<file path="src/rtl/core/pwsg_ring.sv">
// Price ring memory: one write port, one registered read port.
`timescale 1ns / 1ps
module pwsg_ring #(
  parameter int DEPTH  = 65,
  parameter int DATA_W = 32
) (
  input  logic                     clk,
  input  logic                     we,
  input  logic [$clog2(DEPTH)-1:0] waddr,
  input  logic [DATA_W-1:0]        wdata,
  input  logic [$clog2(DEPTH)-1:0] raddr,
  output logic [DATA_W-1:0]        rdata
);

  logic [DATA_W-1:0] mem [DEPTH];
  logic [DATA_W-1:0] rdata_r;

  always_ff @(posedge clk) begin
    if (we) begin
      mem[waddr] <= wdata;
    end
  end

  always_ff @(posedge clk) begin
    rdata_r <= mem[raddr];
  end

  assign rdata = rdata_r;

endmodule

</file>
<file path="config.mk">
export PLATFORM = sky130hd
export DESIGN_NAME = pwsg_ring
export DESIGN_NICKNAME = d
export VERILOG_FILES = /design/src/rtl/core/pwsg_ring.sv
export SDC_FILE = /design/constraint.sdc
export NUM_CORES = 2
export LEC_CHECK = 0
export BUFFER_PORTS_ARGS = -buffer_cell sky130_fd_sc_hd__clkbuf_2
export CORE_AREA = 10 10 531 325
export DETAILED_ROUTE_END_ITERATION = 7
export DIE_AREA = 0 0 541 335
export MAX_ROUTING_LAYER = met4
export PLACE_DENSITY_LB_ADDON = 0.08
export SLEW_MARGIN = 0
export SYNTH_ARGS = -nofsm -noshare
export SYNTH_HDL_FRONTEND = slang
export SYNTH_SLANG_ARGS = --single-unit
export TNS_END_PERCENT = 50
</file>
<file path="constraint.sdc">
create_clock -name clk -period 3.9 [get_ports clk]
set_input_delay 0.975 -clock clk [delete_from_list [all_inputs] [get_ports clk]]
set_output_delay 0.975 -clock clk [all_outputs]
set_load 0.05 [all_outputs]
</file>
# After elaboration in Yosys (flattened, before gate mapping)
# Memory sizes are Yosys's and may differ from the RTL's. A register that Yosys moved wholly into a read port is not among the register bits.
# Cells that the tools add are included.
# op_classes
n_mux	2
# op_table
cell	n
$mux 1	2
# totals
reg_bits	0
ramBits	2080
input_bits	48
out_inout_bits	32
wordCells	3
mem_count	1
# mem_list
name	words	word_bits	rd	rd_clocked_by_memory_dff	write_ports	line	rtl
mem	65	32	1	1	1	15	logic [DATA_W-1:0] mem [DEPTH];

# Logic depth before layout (Yosys ltp)
# depth
depth_word	2
depth_mapped	10
ltp_nobuf	6

# Worst setup path after synthesis
# Ideal clock, no wire load.
# synth_path
path_kind	input port to flip-flop
startpoint	input we
endpoint	memory mem[20][0], enable pin
arrival_ns	3.765
required_time_ns	3.439
setup_slack_ns	-0.326
stages	3
n_path_buf	1
cell_sequence	clkbuf_1 -> nand3_1 -> nor3_1
# synth_via
elab_chain_cells	2
# synth_lines
item	line	rtl
from (decl)	8	input logic we,
$mux 1	19	if (we) begin
$mux 1 (implied by the code)	20	mem[waddr] <= wdata;
to (decl)	15	
# No other way between the ends.

==> metrics.csv <==
metric,value,unit
outcome,"complete, no violations",
HP Class,reg2reg,
Die ar.,181000,um2
total CTS buffers,193,
Synth Instances,3869,
syn_nets,3917,
cts repair resizes,0,
Yosys cell types,39,
clk root buf,clkbuf_16,
maximum buffer depth of the clock tree,4,
max-cap violation count,0,
"Slew Viols, Final",0,
Die Wd,541,um
worst-skew pair later-pin latency,0.82,ns
share of cells above drive strength 1,0.233,
CP Class,in2reg,
highest clock rate,0.341,GHz
Sink Count,2112,
vias in the first global route,39052,
# hold bufs at CTS,0,
"commonest non-fill, non-tap cell in the layout",edfxtp_1,
Crit path arrival time,3.68,ns
Initial DRC Count,4618,
fin nets,4207,
YS warnings,0,
via count,39714,
first-pass GRT wire length,294000,um
CTS tree,built,
"Avg Cell Area, Syn",20.9,um2
max_slew headroom,0.181,
post-synth design cell area,80900,um2
crit start category,input pin,
period utilisation layout,0.752,
initial antenna violation count,7,
gr ovfl total,0,
Reg-to-Reg Start,mem[23][24],
area of all placed cells without fillers,91900,um2
setup repair bufs after CTS,0,
worst path required time,4.65,ns
Starting Density,0.497,
Detail Route Antenna Nets,0,
Cell Pwr Density,490,nW/um2
Worst VDD drop,0.383,mV
Final Skew,0.0238,ns
Worst-path clk slew,0.06,ns
first-pass iteration count of the detailed router,7,
Worst Setup End Kind,flop,
Worst-Margin Slew,1.23,ns
H-tree lvl count,4,
final worst path period need,2.93,ns
routability cong.,0.774,
DRC,0,
Buffers on Ports,79,
crit path max fanout,36,
row count,115,
area grow syn2layout,13.7,%
Final Setup Violations,0,
Hold Path Origin,mem[64][26],
Core Footprint,163000,um2
Worst Setup SP,raddr[2],
Yosys top cell area share,0.772,
DR vias/cell,6.14,
P_leak,29.4,nW
post-place instance area,86200,um2
Hold Fails Final Rpt,0,
WL final,206000,um
sequential fraction of the synthesis area,0.780,
Hold WS,0.659,ns
synth top area cells,"edfxtp_1 77%, mux4_2 8.9%, mux2i_1 4.8%, a211oi_1 1.8%, nor2b_1 0.80%",
RSZ-0062 raised after global routing,false,
Final HPWL DP,122000,um
most frequent cells in the layout,"2080 x edfxtp_1, 384 x mux2i_1, 320 x mux4_2",
number of synthesized register bits,2112,
top cell type by total area after synthesis,edfxtp_1,
drt wl/cell,31.8,um
pin count of the biggest net entering global routing,129,
Die H,335,um
GRT Util Overall,0.231,
Final Power,45.1,mW
# IOs,80,
[synthesized netlist by cell type, drive strengths merged]
cell,count
nand4b,4
nand3b,2
a2111oi,31
nor2,93
or3b,1
nand4bb,2
nor4b,1
nor2b,103
clkbuf,103
or2,1
nand3,11
mux2,32
a211oi,192
mux2i,384
a221oi,32
nor3,9
edfxtp,2080
and2,1
o221ai,63
o22ai,1
a21oi,32
nand2,40
mux4,320
o22a,32
nand2b,4
a22o,1
a31oi,32
dfxtp,32
buf,130
o21ai,64
or3,33
nand4,2
nor4,1
[state kept, by name, summed over array words and instances (netlist names)]
signal,cells
mem,2080
rdata,32
[stage by stage]
| stage | instances | setup slack, ns | TNS, ns | utilization |
|---|---|---|---|---|
| 2_1_floorplan | 3869 | -0.326 | -68.26 | - |
| 3_3_place_gp | 6128 | 0.0161 | 0 | 0.529 |
| 3_5_place_dp | 6128 | 0.0405 | 0 | 0.529 |
| 4_1_cts | 6466 | 0.919 | 0 | 0.564 |
| 5_1_grt | 6471 | 0.767 | 0 | 0.564 |
| 6_report | 6473 | 0.966 | 0 | 0.564 |
[cell type report]
class                           instances  area (um2)
Clock inverter                         82         469
Tap cell                             2164        2710
Sequential cell                      2112       63100
Multi-Input combinational cell       1524       17100
Antenna cell                            7        17.5
Fill cell                           12220       71000
Clock buffer                          256        5240
Timing Repair Buffer                  328        3330
[critical path: stages]
cell and delay (ns):
buf_8 0.32, buf_12 0.32, buf_4 0.43, mux4_2 0.26
nor2b_1 0.13, a211oi_1 0.08, a211oi_1 0.88, or3_1 0.20
[per-layer routing]
layer  share of wire  GRT usage
met1            0.46      0.349
met2            0.44      0.326
met3           0.079     0.0465
met4           0.023     0.0533
met5               0          -
[power breakdown]
group	internal (mW)	switching, mW
Clock	9.66	7.99
Sequential	25.0	0.108
Combinational	0.800	1.47
[worst paths after layout]
kind / endpoint / slack (ns) / depth (start not counted)
setup reg to reg: rdata[24] / 1.51 / 6
setup / recovery: rdata[29] / 0.97 / 8
hold reg to reg: rdata[26] / 0.66 / 3
hold / removal: rdata[26] / 0.66 / 3
[cells by family (layout without fill, tap and decap cells)]
family | count (synthesis) | count (layout) | synth area share
multiplexers | 736 | 736 | 0.141
buffers and inverters | 233 | 666 | 0.0150
other | 0 | 7 | 0
AO/OA/AOI/OAI | 480 | 480 | 0.0435
AND/OR/NAND/NOR | 308 | 308 | 0.0201
flip-flops | 2112 | 2112 | 0.780
Power figures use the tool's default switching activity.
